<file path="config.mk">
export PLATFORM = sky130hd
export DESIGN_NAME = text_console_cursor_controller
export DESIGN_NICKNAME = d
export VERILOG_FILES = /design/src/sv/tccc_pkg.sv /design/src/sv/text_console_cursor_controller.sv /design/src/sv/tccc_front.sv /design/src/sv/tccc_queue.sv /design/src/sv/tccc_back.sv
export SDC_FILE = /design/constraint.sdc
export NUM_CORES = 1
export LEC_CHECK = 0
export BUFFER_PORTS_ARGS = -buffer_cell sky130_fd_sc_hd__buf_4
export CAP_MARGIN = 5
export CORE_ASPECT_RATIO = 1.4
export CORE_MARGIN = 4
export CORE_UTILIZATION = 39
export CTS_CLUSTER_DIAMETER = 60
export CTS_CLUSTER_SIZE = 10
export DETAILED_ROUTE_END_ITERATION = 16
export PLACE_DENSITY_LB_ADDON = 0.2
export SLEW_MARGIN = 20
export SYNTH_ARGS = -nofsm -noshare
export SYNTH_HDL_FRONTEND = slang
export SYNTH_SLANG_ARGS = --single-unit
</file>
<file path="constraint.sdc">
create_clock -name clk -period 6.4 [get_ports clk]
set_input_delay 0.32 -clock clk [delete_from_list [all_inputs] [get_ports clk]]
set_output_delay 0.32 -clock clk [all_outputs]
set_load 0.02 [all_outputs]
</file>
<file path="src/sv/tccc_pkg.sv">
// Shared types, codes and the palette for the text console cursor controller.
package tccc_pkg;

  localparam int CfgIndexWidth = 3;
  localparam int CfgDataWidth  = 9;
  localparam int QueueDepth    = 4;

  localparam int DefaultMaxCols = 256;
  localparam int DefaultMaxRows = 256;

  localparam logic [CfgIndexWidth-1:0] REG_ENABLE   = 3'd0;
  localparam logic [CfgIndexWidth-1:0] REG_MUTED    = 3'd1;
  localparam logic [CfgIndexWidth-1:0] REG_COLS     = 3'd2;
  localparam logic [CfgIndexWidth-1:0] REG_ROWS     = 3'd3;
  localparam logic [CfgIndexWidth-1:0] REG_FG_INDEX = 3'd4;

  localparam logic [6:0] GLYPH_SPACE = 7'h20;
  localparam logic [7:0] CODE_FIRST  = 8'h20;
  localparam logic [7:0] CODE_LAST   = 8'h7E;
  localparam logic [7:0] CODE_BS     = 8'd8;
  localparam logic [7:0] CODE_TAB    = 8'd9;
  localparam logic [7:0] CODE_NL     = 8'd10;
  localparam logic [7:0] CODE_CR     = 8'd13;
  localparam logic [23:0] COLOR_BLACK = 24'h000000;

  typedef enum logic [2:0] {
    CMD_ERASE  = 3'd0,
    CMD_GLYPH  = 3'd1,
    CMD_SCROLL = 3'd2,
    CMD_ULINE  = 3'd3,
    CMD_CLEAR  = 3'd4
  } cmd_t;

  typedef enum logic [2:0] {
    KIND_PRINT = 3'd0,
    KIND_NL    = 3'd1,
    KIND_CR    = 3'd2,
    KIND_TAB   = 3'd3,
    KIND_BS    = 3'd4,
    KIND_CLEAR = 3'd5
  } kind_t;

  typedef struct packed {
    kind_t      kind;
    logic [6:0] glyph;
  } req_t;

  typedef struct packed {
    logic       enable;
    logic       muted;
    logic [8:0] cols;
    logic [8:0] rows;
    logic [3:0] fg_index;
  } cfg_t;

  function automatic logic [23:0] palette(input logic [3:0] idx);
    logic [23:0] c;
    unique case (idx)
      4'd0:  c = 24'h000000;
      4'd1:  c = 24'h0000AA;
      4'd2:  c = 24'h00AA00;
      4'd3:  c = 24'h00AAAA;
      4'd4:  c = 24'hAA0000;
      4'd5:  c = 24'hAA00AA;
      4'd6:  c = 24'hAA5500;
      4'd7:  c = 24'hAAAAAA;
      4'd8:  c = 24'h555555;
      4'd9:  c = 24'h5555FF;
      4'd10: c = 24'h55FF55;
      4'd11: c = 24'h55FFFF;
      4'd12: c = 24'hFF5555;
      4'd13: c = 24'hFF55FF;
      4'd14: c = 24'hFFFF55;
      default: c = 24'hFFFFFF;
    endcase
    return c;
  endfunction

endpackage

</file>
<file path="src/sv/text_console_cursor_controller.sv">
// Text console cursor controller: turns character and clear requests into cell commands.
//
// Input channel (in_valid/in_stall, req_type, char_code): one request per
// transfer. A clear request gives one clear command; a character request gives
// an optional underline erase, an optional glyph draw, an optional scroll and
// an underline draw, so one to four commands. Requests made while disabled, or
// character requests while muted, give no commands and are simply consumed.
// Output channel (out_valid/out_stall, cmd..last): one command per transfer,
// last marks the final command of a request.
// The front end takes a request every cycle while its 4-entry queue has room;
// the sequencer issues one command per cycle from a single output register
// while the output does not stall. When the queue is empty, a request passes
// the queue and the pending-command register before its first command is
// registered in the output. A stalled output holds its command and the
// sequencer waits; the queue keeps taking requests until full, then in_stall rises.
// Configuration (cfg_valid/cfg_ready, cfg_index, cfg_data) is always ready;
// writing cols or rows homes the cursor. Reset restores the register defaults
// (disabled, 80x25, color index 7), homes the cursor and empties the queue.
module text_console_cursor_controller #(
  parameter int MAX_COLS = tccc_pkg::DefaultMaxCols,
  parameter int MAX_ROWS = tccc_pkg::DefaultMaxRows
) (
  input  logic                               clk,
  input  logic                               rst,
  input  logic                               cfg_valid,
  output logic                               cfg_ready,
  input  logic [tccc_pkg::CfgIndexWidth-1:0] cfg_index,
  input  logic [tccc_pkg::CfgDataWidth-1:0]  cfg_data,
  input  logic                               in_valid,
  output logic                               in_stall,
  input  logic                               req_type,
  input  logic [7:0]                         char_code,
  output logic                               out_valid,
  input  logic                               out_stall,
  output logic [2:0]                         cmd,
  output logic [7:0]                         col,
  output logic [7:0]                         row,
  output logic [6:0]                         glyph,
  output logic [23:0]                        color,
  output logic                               last
);
  import tccc_pkg::*;

  cfg_t cfg;
  logic geom_write;
  logic q_full;
  logic q_push;
  logic q_pop;
  logic q_nonempty;
  req_t f_entry;
  req_t q_entry;

  assign cfg_ready  = 1'b1;
  assign in_stall   = q_full;
  assign geom_write = cfg_valid && (cfg_index == REG_COLS || cfg_index == REG_ROWS);

  always_ff @(posedge clk) begin
    if (rst) begin
      cfg.enable   <= 1'b0;
      cfg.muted    <= 1'b0;
      cfg.cols     <= 9'd80;
      cfg.rows     <= 9'd25;
      cfg.fg_index <= 4'd7;
    end else if (cfg_valid) begin
      unique case (cfg_index)
        REG_ENABLE:   cfg.enable   <= cfg_data[0];
        REG_MUTED:    cfg.muted    <= cfg_data[0];
        REG_COLS:     cfg.cols     <= cfg_data;
        REG_ROWS:     cfg.rows     <= cfg_data;
        REG_FG_INDEX: cfg.fg_index <= cfg_data[3:0];
        default: begin
        end
      endcase
    end
  end

  tccc_front u_front (
    .valid     (in_valid && !q_full),
    .req_type  (req_type),
    .char_code (char_code),
    .cfg       (cfg),
    .push      (q_push),
    .entry     (f_entry)
  );

  tccc_queue u_queue (
    .clk      (clk),
    .rst      (rst),
    .push     (q_push),
    .wr_entry (f_entry),
    .full     (q_full),
    .pop      (q_pop),
    .nonempty (q_nonempty),
    .rd_entry (q_entry)
  );

  tccc_back #(
    .MAX_COLS (MAX_COLS),
    .MAX_ROWS (MAX_ROWS)
  ) u_back (
    .clk        (clk),
    .rst        (rst),
    .cfg        (cfg),
    .geom_write (geom_write),
    .q_nonempty (q_nonempty),
    .q_entry    (q_entry),
    .q_pop      (q_pop),
    .out_valid  (out_valid),
    .out_stall  (out_stall),
    .cmd        (cmd),
    .col        (col),
    .row        (row),
    .glyph      (glyph),
    .color      (color),
    .last       (last)
  );

endmodule

</file>
<file path="src/sv/tccc_front.sv">
// Request front end: filters by enable/muted and classifies the character code.
module tccc_front (
  input  logic              valid,
  input  logic              req_type,
  input  logic [7:0]        char_code,
  input  tccc_pkg::cfg_t    cfg,
  output logic              push,
  output tccc_pkg::req_t    entry
);
  import tccc_pkg::*;

  always_comb begin
    entry.glyph = GLYPH_SPACE;
    if (req_type) begin
      entry.kind = KIND_CLEAR;
    end else begin
      priority if (char_code == CODE_NL) begin
        entry.kind = KIND_NL;
      end else if (char_code == CODE_CR) begin
        entry.kind = KIND_CR;
      end else if (char_code == CODE_TAB) begin
        entry.kind = KIND_TAB;
      end else if (char_code == CODE_BS) begin
        entry.kind = KIND_BS;
      end else begin
        entry.kind = KIND_PRINT;
        // map anything outside the printable range to space
        if (char_code >= CODE_FIRST && char_code <= CODE_LAST) begin
          entry.glyph = char_code[6:0];
        end
      end
    end
  end

  // drop requests that would produce nothing
  assign push = valid && cfg.enable && (req_type || !cfg.muted);

endmodule

</file>
<file path="src/sv/tccc_queue.sv">
// Short request queue between the front end and the command sequencer.
module tccc_queue (
  input  logic           clk,
  input  logic           rst,
  input  logic           push,
  input  tccc_pkg::req_t wr_entry,
  output logic           full,
  input  logic           pop,
  output logic           nonempty,
  output tccc_pkg::req_t rd_entry
);
  import tccc_pkg::*;

  localparam int PtrWidth = $clog2(QueueDepth);

  req_t                mem [QueueDepth];
  logic [PtrWidth-1:0] wr_ptr;
  logic [PtrWidth-1:0] rd_ptr;
  logic [PtrWidth:0]   count;

  assign full     = (count == (PtrWidth+1)'(QueueDepth));
  assign nonempty = (count != '0);
  assign rd_entry = mem[rd_ptr];

  always_ff @(posedge clk) begin
    if (push && !full) begin
      mem[wr_ptr] <= wr_entry;
    end
  end

  always_ff @(posedge clk) begin
    if (rst) begin
      wr_ptr <= '0;
      rd_ptr <= '0;
      count  <= '0;
    end else begin
      if (push && !full) begin
        wr_ptr <= wr_ptr + 1'b1;
      end
      if (pop && nonempty) begin
        rd_ptr <= rd_ptr + 1'b1;
      end
      unique case ({push && !full, pop && nonempty})
        2'b10:   count <= count + 1'b1;
        2'b01:   count <= count - 1'b1;
        default: count <= count;
      endcase
    end
  end

endmodule

</file>
<file path="src/sv/tccc_back.sv">
// Command sequencer: owns the cursor and issues one cell command per cycle unless stalled.
module tccc_back #(
  parameter int MAX_COLS = tccc_pkg::DefaultMaxCols,
  parameter int MAX_ROWS = tccc_pkg::DefaultMaxRows
) (
  input  logic           clk,
  input  logic           rst,
  input  tccc_pkg::cfg_t cfg,
  input  logic           geom_write,
  input  logic           q_nonempty,
  input  tccc_pkg::req_t q_entry,
  output logic           q_pop,
  output logic           out_valid,
  input  logic           out_stall,
  output logic [2:0]     cmd,
  output logic [7:0]     col,
  output logic [7:0]     row,
  output logic [6:0]     glyph,
  output logic [23:0]    color,
  output logic           last
);
  import tccc_pkg::*;

  localparam int ColLimInt = (MAX_COLS < 256) ? ((MAX_COLS < 1) ? 1 : MAX_COLS) : 256;
  localparam int RowLimInt = (MAX_ROWS < 256) ? ((MAX_ROWS < 1) ? 1 : MAX_ROWS) : 256;
  localparam logic [8:0] COL_LIM = 9'(ColLimInt);
  localparam logic [8:0] ROW_LIM = 9'(RowLimInt);

  // pending command bits, issued lowest first
  localparam int P_ERASE  = 0;
  localparam int P_GLYPH  = 1;
  localparam int P_SCROLL = 2;
  localparam int P_ULINE  = 3;
  localparam int P_CLEAR  = 4;

  logic [7:0]  cur_col;
  logic [7:0]  cur_row;
  logic        shown;

  logic [4:0]  pend;
  logic [4:0]  pend_next;
  logic [7:0]  e_col;
  logic [7:0]  e_row;
  logic [7:0]  g_col;
  logic [7:0]  g_row;
  logic [6:0]  g_code;
  logic [7:0]  u_col;
  logic [7:0]  u_row;
  logic [23:0] fg;

  logic [8:0]  ncols;
  logic [8:0]  nrows;
  logic [8:0]  c9;
  logic [8:0]  r9;
  logic [8:0]  c_step;
  logic [8:0]  r_step;
  logic [8:0]  r_wr;
  logic [8:0]  r_fin;
  logic [8:0]  c_fin;
  logic        gl_en;
  logic [7:0]  gl_col;
  logic [6:0]  gl_code;
  logic        scroll;
  logic        is_clear;

  logic [4:0]  sel;
  logic        emit;
  logic        only_one;

  always_comb begin
    ncols = (cfg.cols == '0) ? 9'd1 : ((cfg.cols > COL_LIM) ? COL_LIM : cfg.cols);
    nrows = (cfg.rows == '0) ? 9'd1 : ((cfg.rows > ROW_LIM) ? ROW_LIM : cfg.rows);
  end

  // work out the new cursor for the request at the queue head
  always_comb begin
    is_clear = (q_entry.kind == KIND_CLEAR);
    c9       = {1'b0, cur_col};
    r9       = {1'b0, cur_row};
    c_step   = c9;
    r_step   = r9;
    gl_en    = 1'b0;
    gl_col   = cur_col;
    gl_code  = GLYPH_SPACE;
    unique case (q_entry.kind)
      KIND_NL: begin
        c_step = '0;
        r_step = r9 + 9'd1;
      end
      KIND_CR: begin
        c_step = '0;
      end
      KIND_TAB: begin
        c_step = (c9 + 9'd4) & ~9'd3;
      end
      KIND_BS: begin
        // nothing to blank at the left edge
        if (cur_col != '0) begin
          c_step = c9 - 9'd1;
          gl_en  = 1'b1;
          gl_col = cur_col - 8'd1;
        end
      end
      KIND_PRINT: begin
        gl_en   = 1'b1;
        gl_code = q_entry.glyph;
        c_step  = c9 + 9'd1;
      end
      default: begin
      end
    endcase
    if (c_step >= ncols) begin
      c_fin = '0;
      r_wr  = r_step + 9'd1;
    end else begin
      c_fin = c_step;
      r_wr  = r_step;
    end
    scroll = (r_wr >= nrows);
    r_fin  = scroll ? (nrows - 9'd1) : r_wr;
  end

  always_comb begin
    priority if (pend[P_ERASE]) begin
      sel = 5'b00001;
    end else if (pend[P_GLYPH]) begin
      sel = 5'b00010;
    end else if (pend[P_SCROLL]) begin
      sel = 5'b00100;
    end else if (pend[P_ULINE]) begin
      sel = 5'b01000;
    end else if (pend[P_CLEAR]) begin
      sel = 5'b10000;
    end else begin
      sel = 5'b00000;
    end
    emit     = (pend != '0) && (!out_valid || !out_stall);
    only_one = ((pend & ~sel) == '0);
    q_pop    = q_nonempty && ((pend == '0) || (emit && only_one));
    pend_next = emit ? (pend & ~sel) : pend;
    if (q_pop) begin
      if (is_clear) begin
        pend_next = 5'b10000;
      end else begin
        pend_next = {1'b0, 1'b1, scroll, gl_en, shown};
      end
    end
  end

  always_ff @(posedge clk) begin
    if (rst) begin
      cur_col <= '0;
      cur_row <= '0;
      shown   <= 1'b0;
      pend    <= '0;
    end else begin
      pend <= pend_next;
      if (geom_write) begin
        cur_col <= '0;
        cur_row <= '0;
        shown   <= 1'b0;
      end else if (q_pop) begin
        if (is_clear) begin
          cur_col <= '0;
          cur_row <= '0;
          shown   <= 1'b0;
        end else begin
          cur_col <= c_fin[7:0];
          cur_row <= r_fin[7:0];
          shown   <= 1'b1;
        end
      end
    end
  end

  // hold the command fields of the request being issued
  always_ff @(posedge clk) begin
    if (q_pop) begin
      e_col  <= cur_col;
      e_row  <= cur_row;
      g_col  <= gl_col;
      g_row  <= cur_row;
      g_code <= gl_code;
      u_col  <= c_fin[7:0];
      u_row  <= r_fin[7:0];
      fg     <= palette(cfg.fg_index);
    end
  end

  always_ff @(posedge clk) begin
    if (rst) begin
      out_valid <= 1'b0;
    end else if (emit) begin
      out_valid <= 1'b1;
    end else if (!out_stall) begin
      out_valid <= 1'b0;
    end
  end

  always_ff @(posedge clk) begin
    if (emit) begin
      last  <= only_one;
      glyph <= GLYPH_SPACE;
      col   <= '0;
      row   <= '0;
      color <= COLOR_BLACK;
      unique case (1'b1)
        sel[P_ERASE]: begin
          cmd <= CMD_ERASE;
          col <= e_col;
          row <= e_row;
        end
        sel[P_GLYPH]: begin
          cmd   <= CMD_GLYPH;
          col   <= g_col;
          row   <= g_row;
          glyph <= g_code;
          color <= fg;
        end
        sel[P_SCROLL]: begin
          cmd <= CMD_SCROLL;
        end
        sel[P_ULINE]: begin
          cmd   <= CMD_ULINE;
          col   <= u_col;
          row   <= u_row;
          color <= fg;
        end
        default: begin
          cmd <= CMD_CLEAR;
        end
      endcase
    end
  end

endmodule

</file>
* Word-level counts from Yosys, hierarchy flattened
Memory sizes are Yosys's and may differ from the RTL's. A register that Yosys moved wholly into a read port is not among the register bits. Cells that the tools add are included.
Storage, ports and cells: bits in registers 152, memory bits (writable) 40, memory bits (read-only) 384, output and inout port bits 54, word-level logic and storage cells 147, memories 2
Memories:
- (no name shown) | words 16, bits a word 24, read ports 1, clocked after memory_dff 1, wr ports 0, RTL line tccc_pkg.sv:58 | unique case (idx)
- u_queue.mem | words 4, bits a word 10, read ports 1, clocked after memory_dff 1, wr ports 1, RTL line tccc_queue.sv:16 | req_t mem [QueueDepth];
Cells by class: add/sub/neg operators 11, magnitude comparators 6, eq/ne operators 17, mux-type cells 46, bitwise operators 2, reductions and logical operators 38
Operator list (number):
- 9-bit two-way mux | 7
- 8-bit two-way mux | 6
- 7-bit two-way mux | 6
- 5-bit two-way mux | 8
- 9-bit case mux with 4 select lines | 1
- 8-bit by 4-bit == test with 1-bit output (second input constant) | 4
- 8-bit case mux with 3 select lines | 1
- 8-bit by 1-bit adder with 9-bit output (second input constant) | 2
- 9-bit >= comparator | 2
- 9-bit > comparator (second input constant) | 2
- 9-bit zero test | 2
- 8-bit case mux with 2 select lines | 1
- 8-bit by 1-bit subtractor with 8-bit output (second input constant) | 2
- 3-bit two-way mux | 5
- 3-bit by 2-bit == test with 1-bit output (second input constant) | 4
- 3-bit == test (second input constant) | 4
- 3-bit case mux with 4 select lines | 1
- 1-bit logical AND | 10
- 5-bit zero test | 2
- 2-bit AND reduction | 5
- 8-bit by 3-bit adder with 9-bit output (second input constant) | 1
- 9-bit by 1-bit adder with 9-bit output (second input constant) | 1
- 8-bit by 1-bit subtractor with 9-bit output (second input constant) | 1
- 8-bit by 6-bit >= comparator with 1-bit output (second input constant) | 1
- other kinds (22) | 41

* Logic depth before layout (Yosys ltp)
word-level depth 14, depth in mapped cells 25, mapped depth without buffers 23

* Hierarchy
From an unflattened synthesis, not the netlist that was laid out.
Second synthesis, totals: cell total of the unflattened synthesis 833, area, all modules 9228.9 sq um
Modules (own cells, without submodules):
- tccc_back | times used 1, cells an instance 599, area each 6072.1 sq um, sequential area each 2982.9 sq um
- tccc_queue | times used 1, cells an instance 104, area each 1916.8 sq um, sequential area each 1381.3 sq um
- text_console_cursor_controller | times used 1, cells an instance 105, area each 1074.8 sq um, sequential area each 480.5 sq um
- tccc_front | times used 1, cells an instance 25, area each 165.2 sq um, sequential area each 0.0 sq um

* Worst setup path before layout
No wires, ideal clock.
kind register to register, start reg with a tool-made name, end reg u_back.cur_row[7], arrival 5408 ps, data required time 6283 ps, setup slack 874 ps, stages on the path, launching flop included 22, period minus slack after synthesis 5526 ps, path through dfxtp_1 buf_6 mux4_2 buf_4 or4_1 a211oi_2 a211oi_1 a31oi_2 ha_1 and4_1 a221oi_1 and3_1 clkbuf_1 mux2_2 ha_1 nand2_1 o21ai_0 a41oi_1 a2111o_1 a31o_2 a41o_1 a32o_1
RTL lines:
- end signal, assigned | RTL line tccc_back.sv:169 | cur_row <= r_fin[7:0];
- end, declared | RTL line tccc_back.sv:37 | logic [7:0] cur_row;

==> run summary <==
CP top delay family = compound AO/OA/AOI/OAI gates
Initial core utilization = 39.6%
Drt total wl = 20.6 mm
DR vias = 6,159
Top post-synthesis cells by count = edfxtp_1 (124), nand2_1 (89), nor2_1 (61)
Largest net degree at the start of global routing = 41
Psw = 1.68 mW
Chip height = 187 um
Iteration-0 DRC Markers = 374
Antenna viol nets, final = 0
Core area = 22,500 sq um
Filler cells = 2,160
Total congestion overflow = 0
Switching share of total power = 37.4%
Root buffer cell = clkbuf_16
Setup CP Type = register to register
Leak = 3.91 nW
GR Util All Layers = 16.9%
Synth cell types = 88
Ports = 80
TritonCTS clock tree = built
Final period util = 92.3%
# rows = 65
Share of cells above drive strength 1 = 18.8%
Reg power frac = 40.2%
Cell area after synthesis = 8930 sq um
Final setup margin = 0.493 ns
Vias per cell = 5.26
GR Util met2 = 29.6%
Asr flop ratio synth = 0%
Layout Nets = 914
Width of the chip = 136 um
Met3 Use GR = 3.71%
Top post-synthesis cells by area = edfxtp_1 (42%), dfxtp_1 (13%), ha_1 (4.3%)
Synth Register Bits = 180
Max Cap Violations = 0
Number of global-route vias before repair = 6,057
Pwr dens = 436 nW/um^2
Slew HR = 41.3%
Setup TNS = 0 ns
Post-DR wirelength/cell = 17.6 um
Max FO, Critical Path = 16
Worst setup SP type = register
Clock sink count = 180
Critical Path, Cell by Cell = mux4_2 > nor3b_4 > and2_1 > a32oi_1 > o211ai_1 > ha_1 > and4_1 > a221oi_1 > nand3_1 > nand3_1 > xnor2_1 > inv_1 > ha_1 > inv_1 > o21ai_0 > a41oi_1 > a2111o_1 > a31o_2 > a41o_1 > a32o_1
Register area share after synthesis = 54.3%
Crit path time final = 5.91 ns
Antenna diodes = 0
Gate power share = 36.6%
Hold Crit Class = input port to register
Internal power = 2.82 mW
Pwr Total = 4.50 mW
Initial antenna violation count = 0
Gate Count Post-Synth = 798
GRT busiest layer = met2
Area grow syn2layout = 15.5%
CTS Buffer Depth = 2
Syn Nets = 856
Post-CTS Setup Bufs = 0
Min Hold Slack = 0.109 ns
First-pass GRT wire length = 33.5 mm
Most frequent cell after synthesis = edfxtp_1
Port bufs = 78
Fin Clk Skew = 0.0126 ns
Worst VDD drop = 0.219 mV
Arrival time at the worst endpoint = 6.24 ns
Worst skew pair latency = 0.44 ns
Crit-path slowest cell = mux4_2
Die area = 25,400 sq um
Number of hold buffers added after cts = 0
Worst Tran Pin Value = 0.879 ns
Post-route DRC violation count = 0
Placed inst area = 9720 sq um
First-pass DRT Iterations = 5
Avg Inst Size Synth = 11.2 sq um
Outcome = complete, no violations
H-tree Lvls = 4
Cts repair resizes = 0
Grt met1 use = 20.6%
Clock Power Share = 23.2%
Synth Flop Type = edfxtp_1
GPL Wtd Cong = 0.893
Post-synth EDFFs = 124
CP Capture Type = register
Slowest stage delay, CP = 0.75 ns
Final slew viol count = 0
# setup viols final = 0
Clock slew at reported path FFs = 0.07 ns
Unrepaired setup endpoints after global routing = no
Share of the synthesized area in the top cell type = 41.7%
Post-Place Setup Slack = 0.464 ns
Hpwl dp = 15.2 mm
Fmax = 0.169 GHz
CTS Buf Count = 17
Cell taking the most area after synthesis = edfxtp_1
Final hold violation count = 0
CP Buf/Inv Count = 2
Synth warn = 0
Post-route cell area = 10,300 sq um
CP required = 6.74 ns
[cell families (layout without fill, tap and decap cells)]
kind of cell	count (synthesis)	count (layout)	synth area share, %
buf+inv	93	164	5.04
other cells	1	1	0.0420
xor+xnor	23	23	2.34
fa+ha+maj	33	33	4.68
mux	18	18	3.63
flops	180	180	54.3
compound gates	155	155	12.5
simple gates	295	295	17.5
[sequential cells by signal, summed over array words and instances, names as in the netlist, 5 cells and up, named ones only]
register,count
u_back.pend,5
u_back.e_col,8
u_back.fg,5
u_back.u_col,8
u_back.cur_row,8
u_back.u_row,8
u_back.e_row,8
u_back.g_code,7
u_back.g_col,8
u_back.col,8
u_back.glyph,7
cfg,24
u_back.cur_col,8
u_back.color,5
u_back.row,8
u_queue.mem,40
[layer usage]
metal,vias up,part of all wire [%]
met5,-,0
li1,3036,-
met2,140,52
met3,26,4.1
met1,2957,42
met4,0,2.0
[power groups by stage]
stage / combinational (mW) / sequential, mW / clock (mW)
6_report: 1.64 / 1.81 / 1.04
5_1_grt: 1.80 / 1.85 / 1.12
4_1_cts: 1.67 / 1.81 / 1.07
3_5_place_dp: 1.67 / 1.84 / 0
3_3_place_gp: 1.67 / 1.83 / 0
2_1_floorplan: 1.01 / 1.94 / 0
[worst min-delay path: stages]
cell and delay [ns]:
buf_4 0.09, nand2_1 0.04, nand3b_1 0.06
[final cells by class]
class / count / area, sq um / area share, %
inverter: 39 / 146 / 1.42
clock inverter: 14 / 158 / 1.53
multi-input combinational: 525 / 3660 / 35.5
clock buffer: 18 / 429 / 4.16
timing repair buffer: 93 / 698 / 6.77
tap: 301 / 377 / 3.65
sequential: 180 / 4840 / 47.0
[cell usage in the layout (no fill, tap or decap), types with 9 or more instances in the layout]
cell type,count
nand2b_1,9
buf_4,93
dfxtp_1,56
nand2_1,89
o21ai_0,21
clkbuf_16,17
inv_1,36
and2_1,29
nand3_1,18
ha_1,31
xnor2_1,15
a22o_1,13
a21oi_1,37
nor2b_1,17
edfxtp_1,124
nor2_1,61
[worst paths after layout]
| path | cells past startpoint | slack, ns | end | start |
|---|---|---|---|---|
| setup / recovery | 20 | 0.49 | u_back.cur_row[7] | register |
| hold / removal | 3 | 0.11 | cfg[17] | cfg_data[4] |
| setup reg to reg | 20 | 0.49 | u_back.cur_row[7] | register |
| hold reg to reg | 2 | 0.47 | u_back.shown | u_back.shown |
[per-stage QoR]
stage          std cells  util, %
4_1_cts             1170     45.7
5_1_grt             1170     45.8
6_report            1170     45.8
3_5_place_dp        1138     43.1
3_3_place_gp        1138     43.1
2_1_floorplan        798        -
Note: power is estimated with default switching activity, not from simulation.
